==> config.mk <==
export PLATFORM = sky130hd
export DESIGN_NAME = bitmap_page_frame_allocator_top
export DESIGN_NICKNAME = d
export VERILOG_FILES = /design/src/hdl/bpfa_pkg.sv /design/src/hdl/bpfa_div.sv /design/src/hdl/bitmap_page_frame_allocator_top.sv
export SDC_FILE = /design/constraint.sdc
export NUM_CORES = 1
export LEC_CHECK = 0
export ABC_AREA = 1
export BUFFER_PORTS_ARGS = -buffer_cell sky130_fd_sc_hd__buf_2
export CAP_MARGIN = 15
export CORE_AREA = 2 2 160 162
export CTS_BUF_LIST = sky130_fd_sc_hd__clkbuf_4 sky130_fd_sc_hd__clkbuf_8
export CTS_CLUSTER_SIZE = 40
export DETAILED_ROUTE_END_ITERATION = 16
export DIE_AREA = 0 0 162 164
export PLACE_DENSITY_LB_ADDON = 0.12
export SLEW_MARGIN = 20
export SYNTH_ARGS = -nofsm -noshare
export SYNTH_HDL_FRONTEND = slang
export SYNTH_HIERARCHICAL = 1
export SYNTH_SLANG_ARGS = --single-unit
export TNS_END_PERCENT = 100
==> constraint.sdc <==
create_clock -name i_clk -period 3.6 [get_ports i_clk]
set_clock_uncertainty 0.15 [all_clocks]
set_input_delay 0.72 -clock i_clk [delete_from_list [all_inputs] [get_ports i_clk]]
set_output_delay 0.72 -clock i_clk [all_outputs]
set_load 0.1 [all_outputs]
==> src/hdl/bpfa_pkg.sv <==
package bpfa_pkg;

    localparam int WORD_W   = 16;
    localparam int FRAME_W  = 7;
    localparam int PAGE_W   = 6;
    localparam int FNUM_W   = 6;
    localparam int STATUS_W = 3;
    localparam int PSIZE_W  = 13;
    localparam int FCNT_W   = 7;
    localparam int NUM_W    = 17;
    localparam int REM_W    = 13;
    localparam int STEP_W   = 5;
    localparam int ADDR_W   = 3;
    localparam int DATA_W   = 32;

    localparam logic [STEP_W-1:0] DIV_STEPS = 5'd17;

    localparam logic KIND_ALLOC = 1'b0;
    localparam logic KIND_FREE  = 1'b1;

    localparam logic [STATUS_W-1:0] ST_GRANTED     = 3'd0;
    localparam logic [STATUS_W-1:0] ST_BAD_SIZE    = 3'd1;
    localparam logic [STATUS_W-1:0] ST_NO_ROOM     = 3'd2;
    localparam logic [STATUS_W-1:0] ST_FREED       = 3'd3;
    localparam logic [STATUS_W-1:0] ST_FREE_IGNORE = 3'd4;

    // register select is paddr[2]
    localparam logic REG_PAGE_SIZE   = 1'b0;
    localparam logic REG_FRAME_COUNT = 1'b1;

    localparam logic [PSIZE_W-1:0] PAGE_SIZE_RESET   = 13'd16;
    localparam logic [FCNT_W-1:0]  FRAME_COUNT_RESET = 7'd64;

    typedef struct packed {
        logic               kind;
        logic [WORD_W-1:0]  word_count;
        logic [FRAME_W-1:0] frame_to_free;
        logic               last_of_batch;
    } t_cmd;

    typedef struct packed {
        logic [STATUS_W-1:0] status;
        logic [PAGE_W-1:0]   page_index;
        logic [FNUM_W-1:0]   frame_number;
        logic                last;
        logic [FRAME_W-1:0]  free_frames;
    } t_res;

    typedef struct packed {
        logic             done;
        logic [NUM_W-1:0] quotient;
    } t_div_stat;

endpackage

==> src/hdl/bpfa_div.sv <==
module bpfa_div (
    input  logic                          i_clk,
    input  logic                          i_rst_n,
    input  logic                          i_go,
    input  logic [bpfa_pkg::NUM_W-1:0]    i_num,
    input  logic [bpfa_pkg::PSIZE_W-1:0]  i_den,
    output bpfa_pkg::t_div_stat           o_stat
);

    logic [bpfa_pkg::REM_W-1:0]   r_rem, n_rem;
    logic [bpfa_pkg::NUM_W-1:0]   r_quo, n_quo;
    logic [bpfa_pkg::PSIZE_W-1:0] r_den, n_den;
    logic [bpfa_pkg::STEP_W-1:0]  r_step, n_step;
    logic                         r_run, n_run;
    logic                         r_done, n_done;
    logic [bpfa_pkg::REM_W+1:0]   trial;

    // one restoring step per cycle, numerator shifted out msb first
    assign trial = {1'b0, r_rem, r_quo[bpfa_pkg::NUM_W-1]} - {2'b00, r_den};

    always_comb begin
        n_rem  = r_rem;
        n_quo  = r_quo;
        n_den  = r_den;
        n_step = r_step;
        n_run  = r_run;
        n_done = r_done;
        if (i_go) begin
            n_rem  = '0;
            n_quo  = i_num;
            n_den  = i_den;
            n_step = '0;
            n_run  = 1'b1;
            n_done = 1'b0;
        end else if (r_run) begin
            if (trial[bpfa_pkg::REM_W+1]) begin
                n_rem = {r_rem[bpfa_pkg::REM_W-2:0], r_quo[bpfa_pkg::NUM_W-1]};
                n_quo = {r_quo[bpfa_pkg::NUM_W-2:0], 1'b0};
            end else begin
                n_rem = trial[bpfa_pkg::REM_W-1:0];
                n_quo = {r_quo[bpfa_pkg::NUM_W-2:0], 1'b1};
            end
            n_step = r_step + 1'b1;
            if (r_step == bpfa_pkg::DIV_STEPS - 1'b1) begin
                n_run  = 1'b0;
                n_done = 1'b1;
            end
        end
    end

    always_ff @(posedge i_clk) begin
        if (!i_rst_n) begin
            r_run  <= 1'b0;
            r_done <= 1'b0;
            r_step <= '0;
        end else begin
            r_run  <= n_run;
            r_done <= n_done;
            r_step <= n_step;
        end
    end

    always_ff @(posedge i_clk) begin
        r_rem <= n_rem;
        r_quo <= n_quo;
        r_den <= n_den;
    end

    assign o_stat.done     = r_done;
    assign o_stat.quotient = r_quo;

endmodule

==> src/hdl/bitmap_page_frame_allocator_top.sv <==
// channel  | handshake                      | payload
// ---------+--------------------------------+---------------------------
// command  | start, busy (taken: start&!busy)| i_cmd  (t_cmd)
// result   | o_res_strobe, one cycle, no stall| o_res (t_res)
// config   | apb psel/penable/pwrite, pready=1| paddr, pwdata, prdata
//
// every command first scans all MAX_FRAMES bitmap entries, one per cycle, to count
// free frames; for an allocate the 17-step page-count divider runs alongside the scan
// a free then decides at once; an allocate decision waits for the divider to finish
// unless the size is zero, and a grant then scans from frame 0 until every page has a frame
// synchronous active-low reset clears the bitmap; no clearing pass is needed
// results cannot be stalled; busy stays high until the last result is issued
module bitmap_page_frame_allocator_top #(
    parameter int MAX_FRAMES = 64
) (
    input  logic                          i_clk,
    input  logic                          i_rst_n,
    input  logic                          start,
    output logic                          busy,
    input  bpfa_pkg::t_cmd                i_cmd,
    output logic                          o_res_strobe,
    output bpfa_pkg::t_res                o_res,
    input  logic                          psel,
    input  logic                          penable,
    input  logic                          pwrite,
    input  logic [bpfa_pkg::ADDR_W-1:0]   paddr,
    input  logic [bpfa_pkg::DATA_W-1:0]   pwdata,
    output logic [bpfa_pkg::DATA_W-1:0]   prdata,
    output logic                          pready
);

    localparam int IW = (MAX_FRAMES > 1) ? $clog2(MAX_FRAMES) : 1;
    localparam logic [IW-1:0] LAST_IDX = IW'(MAX_FRAMES - 1);

    localparam logic [2:0] S_IDLE   = 3'd0;
    localparam logic [2:0] S_SCAN   = 3'd1;
    localparam logic [2:0] S_DECIDE = 3'd2;
    localparam logic [2:0] S_GRANT  = 3'd3;

    logic [2:0]                          r_state, n_state;
    logic [IW-1:0]                       r_idx, n_idx;
    logic [bpfa_pkg::FRAME_W-1:0]        r_cnt, n_cnt;
    logic [MAX_FRAMES-1:0]               r_busy, n_busy;
    logic [bpfa_pkg::PSIZE_W-1:0]        r_page_size;
    logic [bpfa_pkg::FCNT_W-1:0]         r_frame_count;
    logic                                r_strobe, n_strobe;
    bpfa_pkg::t_res                      r_res, n_res;
    bpfa_pkg::t_cmd                      r_cmd, n_cmd;
    logic                                r_freed, n_freed;
    logic [bpfa_pkg::FRAME_W-1:0]        r_pages, n_pages;
    logic [bpfa_pkg::FRAME_W-1:0]        r_final, n_final;
    logic [bpfa_pkg::FRAME_W-1:0]        r_granted, n_granted;

    logic [bpfa_pkg::FRAME_W-1:0]        lim;
    logic [bpfa_pkg::PSIZE_W-1:0]        ps_eff;
    logic [bpfa_pkg::NUM_W-1:0]          div_num;
    logic                                accept;
    logic                                div_go;
    logic                                cfg_wr;
    logic                                idx_free;
    bpfa_pkg::t_div_stat                 div_stat;

    assign lim = (r_frame_count > bpfa_pkg::FCNT_W'(MAX_FRAMES))
               ? bpfa_pkg::FRAME_W'(MAX_FRAMES) : r_frame_count;
    assign ps_eff  = (r_page_size == '0) ? bpfa_pkg::PSIZE_W'(1) : r_page_size;
    assign div_num = {1'b0, i_cmd.word_count} + {4'b0000, ps_eff} - 1'b1;

    assign busy   = (r_state != S_IDLE);
    assign accept = start && !busy;
    assign div_go = accept && (i_cmd.kind == bpfa_pkg::KIND_ALLOC);
    assign cfg_wr = psel && penable && pwrite && pready;

    assign idx_free = (bpfa_pkg::FRAME_W'(r_idx) < lim) && !r_busy[r_idx];

    bpfa_div u_div (
        .i_clk   (i_clk),
        .i_rst_n (i_rst_n),
        .i_go    (div_go),
        .i_num   (div_num),
        .i_den   (ps_eff),
        .o_stat  (div_stat)
    );

    always_comb begin
        n_state   = r_state;
        n_idx     = r_idx;
        n_cnt     = r_cnt;
        n_busy    = r_busy;
        n_strobe  = 1'b0;
        n_res     = r_res;
        n_cmd     = r_cmd;
        n_freed   = r_freed;
        n_pages   = r_pages;
        n_final   = r_final;
        n_granted = r_granted;
        unique case (r_state)
            S_IDLE: begin
                if (accept) begin
                    n_cmd   = i_cmd;
                    n_idx   = '0;
                    n_cnt   = '0;
                    n_freed = 1'b0;
                    if (i_cmd.kind == bpfa_pkg::KIND_FREE && i_cmd.frame_to_free < lim) begin
                        if (r_busy[i_cmd.frame_to_free[IW-1:0]]) begin
                            n_busy[i_cmd.frame_to_free[IW-1:0]] = 1'b0;
                            n_freed = 1'b1;
                        end
                    end
                    n_state = S_SCAN;
                end
            end
            S_SCAN: begin
                if (idx_free) begin
                    n_cnt = r_cnt + 1'b1;
                end
                n_idx = r_idx + 1'b1;
                if (r_idx == LAST_IDX) begin
                    n_idx   = '0;
                    n_state = S_DECIDE;
                end
            end
            S_DECIDE: begin
                n_res.page_index   = '0;
                n_res.frame_number = '0;
                n_res.last         = 1'b1;
                n_res.free_frames  = r_cnt;
                if (r_cmd.kind == bpfa_pkg::KIND_FREE) begin
                    n_strobe   = 1'b1;
                    n_res.last = r_cmd.last_of_batch;
                    if (r_freed) begin
                        n_res.status       = bpfa_pkg::ST_FREED;
                        n_res.frame_number = r_cmd.frame_to_free[bpfa_pkg::FNUM_W-1:0];
                    end else begin
                        n_res.status = bpfa_pkg::ST_FREE_IGNORE;
                    end
                    n_state = S_IDLE;
                end else if (r_cmd.word_count == '0) begin
                    n_strobe     = 1'b1;
                    n_res.status = bpfa_pkg::ST_BAD_SIZE;
                    n_state      = S_IDLE;
                end else if (div_stat.done) begin
                    if (div_stat.quotient > {10'd0, r_cnt}) begin
                        n_strobe     = 1'b1;
                        n_res.status = bpfa_pkg::ST_NO_ROOM;
                        n_state      = S_IDLE;
                    end else begin
                        n_pages   = div_stat.quotient[bpfa_pkg::FRAME_W-1:0];
                        n_final   = r_cnt - div_stat.quotient[bpfa_pkg::FRAME_W-1:0];
                        n_granted = '0;
                        n_idx     = '0;
                        n_state   = S_GRANT;
                    end
                end
            end
            S_GRANT: begin
                // enough free frames below the limit were counted, so this ends
                if (idx_free) begin
                    n_busy[r_idx]      = 1'b1;
                    n_strobe           = 1'b1;
                    n_res.status       = bpfa_pkg::ST_GRANTED;
                    n_res.page_index   = r_granted[bpfa_pkg::PAGE_W-1:0];
                    n_res.frame_number = bpfa_pkg::FNUM_W'(r_idx);
                    n_res.last         = (r_granted + 1'b1 == r_pages);
                    n_res.free_frames  = r_final;
                    n_granted          = r_granted + 1'b1;
                    if (r_granted + 1'b1 == r_pages) begin
                        n_state = S_IDLE;
                    end
                end
                n_idx = r_idx + 1'b1;
            end
            default: begin
                n_state = S_IDLE;
            end
        endcase
    end

    always_ff @(posedge i_clk) begin
        if (!i_rst_n) begin
            r_state       <= S_IDLE;
            r_busy        <= '0;
            r_strobe      <= 1'b0;
            r_page_size   <= bpfa_pkg::PAGE_SIZE_RESET;
            r_frame_count <= bpfa_pkg::FRAME_COUNT_RESET;
        end else begin
            r_state  <= n_state;
            r_busy   <= n_busy;
            r_strobe <= n_strobe;
            if (cfg_wr) begin
                if (paddr[2] == bpfa_pkg::REG_PAGE_SIZE) begin
                    r_page_size <= pwdata[bpfa_pkg::PSIZE_W-1:0];
                end else begin
                    r_frame_count <= pwdata[bpfa_pkg::FCNT_W-1:0];
                end
            end
        end
    end

    always_ff @(posedge i_clk) begin
        r_idx     <= n_idx;
        r_cnt     <= n_cnt;
        r_res     <= n_res;
        r_cmd     <= n_cmd;
        r_freed   <= n_freed;
        r_pages   <= n_pages;
        r_final   <= n_final;
        r_granted <= n_granted;
    end

    always_comb begin
        if (paddr[2] == bpfa_pkg::REG_FRAME_COUNT) begin
            prdata = {{(bpfa_pkg::DATA_W-bpfa_pkg::FCNT_W){1'b0}}, r_frame_count};
        end else begin
            prdata = {{(bpfa_pkg::DATA_W-bpfa_pkg::PSIZE_W){1'b0}}, r_page_size};
        end
    end

    assign pready       = 1'b1;
    assign o_res_strobe = r_strobe;
    assign o_res        = r_res;

endmodule
==> flow_summary_export.csv, run 1 <==
group,metric,value,unit
status,status,"finished clean",
worst_setup_path,worstPathMaxFanout,4,
sta,finalCritPeriodShare,93.8,%
logic_synthesis,yosysTopAreaCell,"edfxtp_1",
die,rows,58,
worst_hold_path,worstHoldEndpoint,"r_cmd[0]",
routing,dr.pass1.iters,6,
logic_synthesis,ys_ff_latch,219,
logic_synthesis,yosysSeqAreaShare,37.4,%
power_and_ir_drop,power.density,668,nW/um2
sta,setup_viol,0,
layout,fin_area,16200,um2
grt,grt_pass1_wl,67.7,mm
worst_setup_path,rrSetupSlack,0.22,ns
placement,place_hpwl,29.5,mm
logic_synthesis,yosys_warnings,6,
placement,placed_cell_area,15400,um2
power_and_ir_drop,ir_worst_vdd,442,uV
flow_run,max_cap_viol_count,0,
die,core_area,24800,um2
logic_synthesis,syn_inst,2139,
logic_synthesis,ys_async_sr_fraction,0,%
die,chipHeight,164,um
worst_hold_path,worstHoldStart,"i_cmd[0]",
routing,drtIter0Drc,1677,
die,ios,124,
logic_synthesis,synth_area_per_cell,6.87,um2
routing,vias_per_cell,5.49,
layout,n_antenna_cell,0,
sta,finalHoldViolCount,0,
clock_network,clk_pin_slew,0.06,ns
placement,place_inst,2502,
layout,mostFrequentLayoutCells,"nand2_1 (645), inv_1 (276), nor2_1 (221)",
layout,area_delta_synth_final,10.4,%
worst_hold_path,hold_class,"input port to register",
worst_setup_path,start_kind,"register",
grt,grt_pass1_vias,13000,
worst_setup_path,reg2regPathDepth,21,
routing,vias,14100,
sta,drv_slew,0,
grt,antenna_found_initial,0,
clock_network,tritoncts,"done",
worst_setup_path,worstReg2RegStart,"r_page_size[9]",
clock_network,htree_levels,2,
clock_network,clkSinkCount,219,
die,initial_core_util,59.2,%
worst_hold_path,hold_depth,1,
layout,final_common_cell,"nand2_1",
clock_network,cts_inserted_buffers,40,
worst_setup_path,required,3.86,ns
power_and_ir_drop,leakagePower,0.00779,uW
layout,drive_above_1_share,10.8,%
layout,stdcell_count,2575,
sta,worst_pin_slew,0.952,ns
logic_synthesis,synth_edf_count,112,
worst_setup_path,critPathKind,"register to register",
clock_network,clock_latency,0.55,ns
logic_synthesis,synth_ff_type,"edfxtp_1",
routing,ant_nets,0,
clock_network,clockRootBuffer,"clkbuf_8",
layout,nNetsFinal,2354,
layout,fillers,2295,
placement,portBuffers,82,
logic_synthesis,synthTopCellsByArea,"edfxtp_1 (23%), nand2_1 (16%), dfxtp_1 (15%)",
routing,drcViolationCount,0,
die,die_area,26600,um2
sta,fmax,0.296,GHz
worst_setup_path,worstPathArrival,3.63,ns
sta,layout_min_cycle_time,3.38,ns
grt,grt_max_degree,83,
worst_setup_path,r2r_end,"u_div/r_quo[13]",
grt,grt_overflow_total,0,
grt,grt_use_total,32.0,%
worst_setup_path,worst_setup_path_end_kind,"register",
sta,relSlewSlack,36.6,%
placement,gp_congestion,0.959,
logic_synthesis,yosysUniqueCellTypes,52,
logic_synthesis,mappedNetlistArea,14700,um2
routing,wl_per_cell,16.5,um
clock_network,clock_path_buffers,3,
logic_synthesis,netlist.area_leader.share,22.9,%
routing,finalWirelength,42.5,mm
die,die_x,162,um
Yosys cell counts, types with 3 or more instances:
cell and n:
xor2_1 19, ha_1 70, o21ai_0 197, nand4_1 12, and2_1 3, nand3_2 11, a211oi_1 4, nand3b_1 3
a31oi_1 5, o31ai_1 4, fa_1 3, edfxtp_1 112, inv_2 4, inv_1 277, a21oi_1 119, o21ai_1 7
nor4_1 4, clkbuf_1 48, buf_2 28, nand2_1 646, nand2_2 11, buf_4 27, o2bb2ai_1 14, nor2_1 222
or2_2 3, buf_6 4, xnor2_1 11, buf_1 4, dfxtp_1 107, nand3_1 98, nor3_1 33
stage by stage:
| stage | total power (uW) | hold slack, ns | setup TNS [ns] | worst slack, ns | util [%] |
|---|---|---|---|---|---|
| 6_report | 10800 | 0.218 | 0 | 0.223 | 65.4 |
| 2_1_floorplan | 7170 | 0.293 | -1.74 | -0.289 | - |
| 3_5_place_dp | 8390 | 0.266 | 0 | 0.119 | 62.1 |
| 5_1_grt | 11500 | 0.187 | -0.0761 | -0.0761 | 65.4 |
| 3_3_place_gp | 8290 | 0.260 | 0 | 0.130 | 62.1 |
| 4_1_cts | 10800 | 0.185 | 0 | 0.108 | 65.3 |
cell families after synthesis:
family	after synthesis	share of synthesized area, %
buffers and inverters	395	11.4
other	2	0.0511
XOR/XNOR	30	1.79
flip-flops	219	37.4
AND/OR/NAND/NOR	1056	29.6
adder cells (fa/ha/maj)	73	6.37
AO/OA/AOI/OAI	364	13.3
flip-flops by register name, summed over array words and instances (netlist names), 5 cells and up:
signal	count
r_final	7
u_div/r_den	13
r_page_size	13
r_idx	6
o_res	23
r_cmd	24
u_div/r_rem	13
u_div/r_quo	17
u_div/r_step	5
r_busy	64
r_pages	7
r_cnt	7
r_frame_count	7
r_granted	7
power breakdown:
part / internal (uW) / switching, uW / total (uW)
Clock: 1310 / 1070 / 2380
Combinational: 1290 / 3490 / 4780
Sequential: 3300 / 393 / 3690
area by class of cell:
type	count	area [um2]	area share, %
Tap cell	330	413	2.54
Timing Repair Buffer	129	838	5.17
Inverter	282	1060	6.52
Clock buffer	55	688	4.24
Multi-Input combinational cell	1543	7610	46.9
Sequential cell	219	5510	33.9
Clock inverter	17	106	0.656
critical path: stages, from the launching register on:
cell     delay, ns
dfxtp_1       0.31
inv_1         0.13
nand4_1       0.14
nor4_2        0.23
a41oi_2       0.25
ha_1          0.24
inv_1         0.05
ha_1          0.15
inv_1         0.05
fa_1          0.42
o21ai_2       0.17
nand3_1       0.08
nand2_1       0.12
nand2_1       0.07
nand2_1       0.09
nand2_1       0.06
nand2_1       0.09
nand3_1       0.07
nand2_1       0.07
xor2_1        0.17
nand2_1       0.07
nand2_1       0.07
worst max path at each step:
stage / from / endpoint / slack (ns) / cells after the start
after floorplan: paddr[2] / prdata[1] / -0.29 / 2
after global placement: r_page_size[8] / u_div/r_quo[13] / 0.13 / 21
after detailed placement: r_page_size[8] / u_div/r_quo[13] / 0.12 / 21
after CTS: r_page_size[8] / u_div/r_quo[13] / 0.11 / 21
after global routing: r_page_size[9] / u_div/r_quo[13] / -0.08 / 21
final: r_page_size[9] / u_div/r_quo[13] / 0.22 / 21
routing by layer:
metal | vias to the layer above | routed length (um) | global-route usage [%]
met2 | 648 | 18500 | 50.5
met5 | - | 0 | 0
li1 | 6960 | - | -
met1 | 6383 | 18300 | 43.1
met4 | 0 | 1660 | 12.6
met3 | 146 | 4050 | 7.07
repair_timing:
item                       in CTS  in global routing
resized for setup               0                  5
setup buffers                   0                  1
setup endpoints to repair       0                  3
hold buffers                    0                  0
Note: power is estimated with default switching activity, not from simulation.
==> run 2, diff against run 1 <==
--- a/config.mk
+++ b/config.mk
@@ -8,15 +8,15 @@
 export ABC_AREA = 1
 export BUFFER_PORTS_ARGS = -buffer_cell sky130_fd_sc_hd__buf_2
 export CAP_MARGIN = 15
-export CORE_AREA = 2 2 160 162
+export CORE_AREA = 2 2 220 222
 export CTS_BUF_LIST = sky130_fd_sc_hd__clkbuf_4 sky130_fd_sc_hd__clkbuf_8
 export CTS_CLUSTER_SIZE = 40
 export DETAILED_ROUTE_END_ITERATION = 16
-export DIE_AREA = 0 0 162 164
+export DIE_AREA = 0 0 222 224
+export GPL_ROUTABILITY_DRIVEN = 0
 export PLACE_DENSITY_LB_ADDON = 0.12
 export SLEW_MARGIN = 20
 export SYNTH_ARGS = -nofsm -noshare
 export SYNTH_HDL_FRONTEND = slang
-export SYNTH_HIERARCHICAL = 1
 export SYNTH_SLANG_ARGS = --single-unit
 export TNS_END_PERCENT = 100
==> run 2 against run 1 <==
Sequential share of layout area grew 0.16 points. Register-to-register slack gained 0.18 ns. Synthesized cell count shrank 5.7%. Largest power group unchanged.
==> flow_summary_export.csv, run 2 <==
group,metric,value,unit
status,status,"finished clean",
worst_setup_path,worst_setup_path_end_kind,"register",
worst_hold_path,worstHoldStart,"i_cmd[0]",
worst_setup_path,slowest_stage,"fa_1",
worst_setup_path,path_cells,"inv_1 -> nand4_1 -> nor4_1 -> a21oi_1 -> ha_1 -> inv_1 -> ha_1 -> inv_1 -> fa_1 -> inv_1 -> a31oi_1 -> o21ai_1 -> a21oi_1 -> o21ai_0 -> xor2_1 -> nand2_1 -> nand2_1",
sta,worst_pin_slew,0.780,ns
die,chipHeight,224,um
grt,grt_overflow_total,0,
routing,wl_per_cell,16.6,um
power_and_ir_drop,power.density,687,nW/um2
placement,pre_cts_ws,0.281,ns
die,core_area,47300,um2
logic_synthesis,yosysUniqueCellTypes,44,
routing,vias,13000,
clock_network,clock_path_buffers,3,
grt,antenna_found_initial,1,
logic_synthesis,synth_area_per_cell,6.96,um2
worst_hold_path,worstHoldEndpoint,"r_cmd[0]",
worst_setup_path,worstPathMaxFanout,4,
layout,drive_above_1_share,10.3,%
clock_network,cts_resized,0,
layout,largest_reg_flops,64,
layout,largest_register,"r_busy",
logic_synthesis,synth.most_common_cell,"nand2_1",
grt,grt_max_degree,71,
routing,finalWirelength,45.7,mm
grt,grt_pass1_vias,12600,
logic_synthesis,syn_inst,2017,
worst_setup_path,crit_family,"compound AO/OA/AOI/OAI gates",
sta,finalCritPeriodShare,88.8,%
worst_setup_path,rrSetupSlack,0.40,ns
sta,fmax,0.313,GHz
layout,n_antenna_cell,0,
worst_setup_path,worstReg2RegStart,"r_page_size[1]",
layout,fillers,5168,
layout,final_common_cell,"nand2_1",
routing,dr.pass1.iters,5,
worst_setup_path,critPathBufInv,4,
die,ios,124,
power_and_ir_drop,leakagePower,0.00745,uW
sta,relSlewSlack,47.9,%
logic_synthesis,synth_commonest_cells,"nand2_1 (585), o21ai_0 (244), nor2_1 (231)",
worst_setup_path,path_common_cell,"inv_1",
clock_network,clkSinkCount,219,
worst_setup_path,crit_path_max_incr_delay,0.40,ns
clock_network,tritoncts,"done",
clock_network,clock_latency,0.63,ns
clock_network,clk_pin_slew,0.06,ns
logic_synthesis,synth_ff_type,"edfxtp_1",
clock_network,postCtsSetupBuffers,0,
die,die_area,49700,um2
layout,area_delta_synth_final,15.0,%
clock_network,cts_inserted_buffers,45,
logic_synthesis,synthTopCellsByArea,"edfxtp_1 (24%), nand2_1 (16%), dfxtp_1 (15%)",
grt,grt_pass1_wl,71.0,mm
logic_synthesis,ys_async_sr_fraction,0,%
die,die_x,222,um
worst_setup_path,required,3.83,ns
logic_synthesis,yosysTopAreaCell,"edfxtp_1",
placement,place_hpwl,32.3,mm
worst_setup_path,critPathKind,"register to register",
logic_synthesis,netlist.area_leader.share,23.9,%
routing,ant_nets,0,
worst_setup_path,r2r_end,"u_div.r_quo[13]",
placement,place_inst,2668,
worst_setup_path,start_kind,"register",
routing,drcViolationCount,0,
logic_synthesis,mappedNetlistArea,14000,um2
sta,drv_slew,0,
layout,nNetsFinal,2239,
worst_setup_path,worstPathArrival,3.43,ns
clock_network,htree_levels,2,
layout,mostFrequentLayoutCells,"nand2_1 (583), o21ai_0 (243), nor2_1 (230)",
routing,vias_per_cell,4.74,
flow_run,max_cap_viol_count,0,
sta,setup_viol,0,
sta,layout_min_cycle_time,3.20,ns
placement,portBuffers,82,
clock_network,clockRootBuffer,"clkbuf_8",
logic_synthesis,yosysSeqAreaShare,39.2,%
power_and_ir_drop,ir_worst_vdd,299,uV
grt,grt_use_total,18.3,%
layout,stdcell_count,2750,
sta,finalHoldViolCount,0,
sta,rsz0062_at_grt,"false",
clock_network,postCtsHoldBufs,0,
logic_synthesis,ys_ff_latch,219,
worst_hold_path,hold_depth,1,
sta,hold_slack,0.140,ns
worst_setup_path,reg2regPathDepth,17,
logic_synthesis,synth_edf_count,112,
die,initial_core_util,29.7,%
logic_synthesis,yosys_warnings,0,
sta,setup_ws,0.405,ns
die,rows,80,
worst_hold_path,hold_class,"input port to register",
routing,drtIter0Drc,936,
## run 2: metrics by stage
stage	total power, uW	utilization [%]	setup TNS, ns	instance area [um2]
after CTS	11300	34.1	0	16200
after floorplan	6960	-	-2.01	14100
after detailed placement	8310	32.1	0	15200
after global routing	11900	34.1	0	16200
final	11100	34.1	0	16200
after global placement	8260	32.1	0	15200
## run 2: logic make-up (layout without fill, tap and decap cells)
kind of cell	after synthesis	after routing	share of synthesized area, %
AO/OA/AOI/OAI	405	405	15.4
XOR/XNOR	33	33	2.06
adder cells (fa/ha/maj)	73	73	6.66
buffers and inverters	344	444	10.1
flip-flops	219	219	39.2
other	2	20	0.0535
AND/OR/NAND/NOR	941	941	26.5
## run 2: final cells by class
| type | count | area, um2 | share of cell area [%] |
|---|---|---|---|
| Multi-Input combinational cell | 1472 | 7190 | 44.5 |
| Clock inverter | 15 | 159 | 0.984 |
| Tap cell | 615 | 769 | 4.76 |
| Timing Repair Buffer | 129 | 851 | 5.27 |
| Inverter | 233 | 875 | 5.42 |
| Sequential cell | 219 | 5510 | 34.1 |
| Clock buffer | 67 | 797 | 4.93 |
## run 2: report_power, final
part / internal [uW] / switching (uW) / total, uW / leakage [uW]
Combinational: 1250 / 3280 / 4530 / 0.00501
Clock: 1640 / 1230 / 2870 / 0.000511
Sequential: 3310 / 398 / 3700 / 0.00193
## run 2: worst max path at each step
| stage | start | to | cells after the start |
|---|---|---|---|
| 6_report | r_page_size[1] | u_div.r_quo[13] | 17 |
| 2_1_floorplan | paddr[2] | prdata[0] | 2 |
| 5_1_grt | r_page_size[1] | u_div.r_quo[13] | 17 |
| 3_5_place_dp | i_cmd[9] | u_div.r_quo[13] | 15 |
| 3_3_place_gp | i_cmd[9] | u_div.r_quo[13] | 15 |
| 4_1_cts | r_page_size[1] | u_div.r_quo[13] | 17 |
## run 2: routing by layer
metal  global-route usage (%)  up-vias  share of wire, %
li1                         -     6680                 -
met1                     23.3     6024                46
met2                     31.5      268                47
met3                     2.99       67               4.5
met4                     6.17        2               2.5
met5                        0        -             0.028
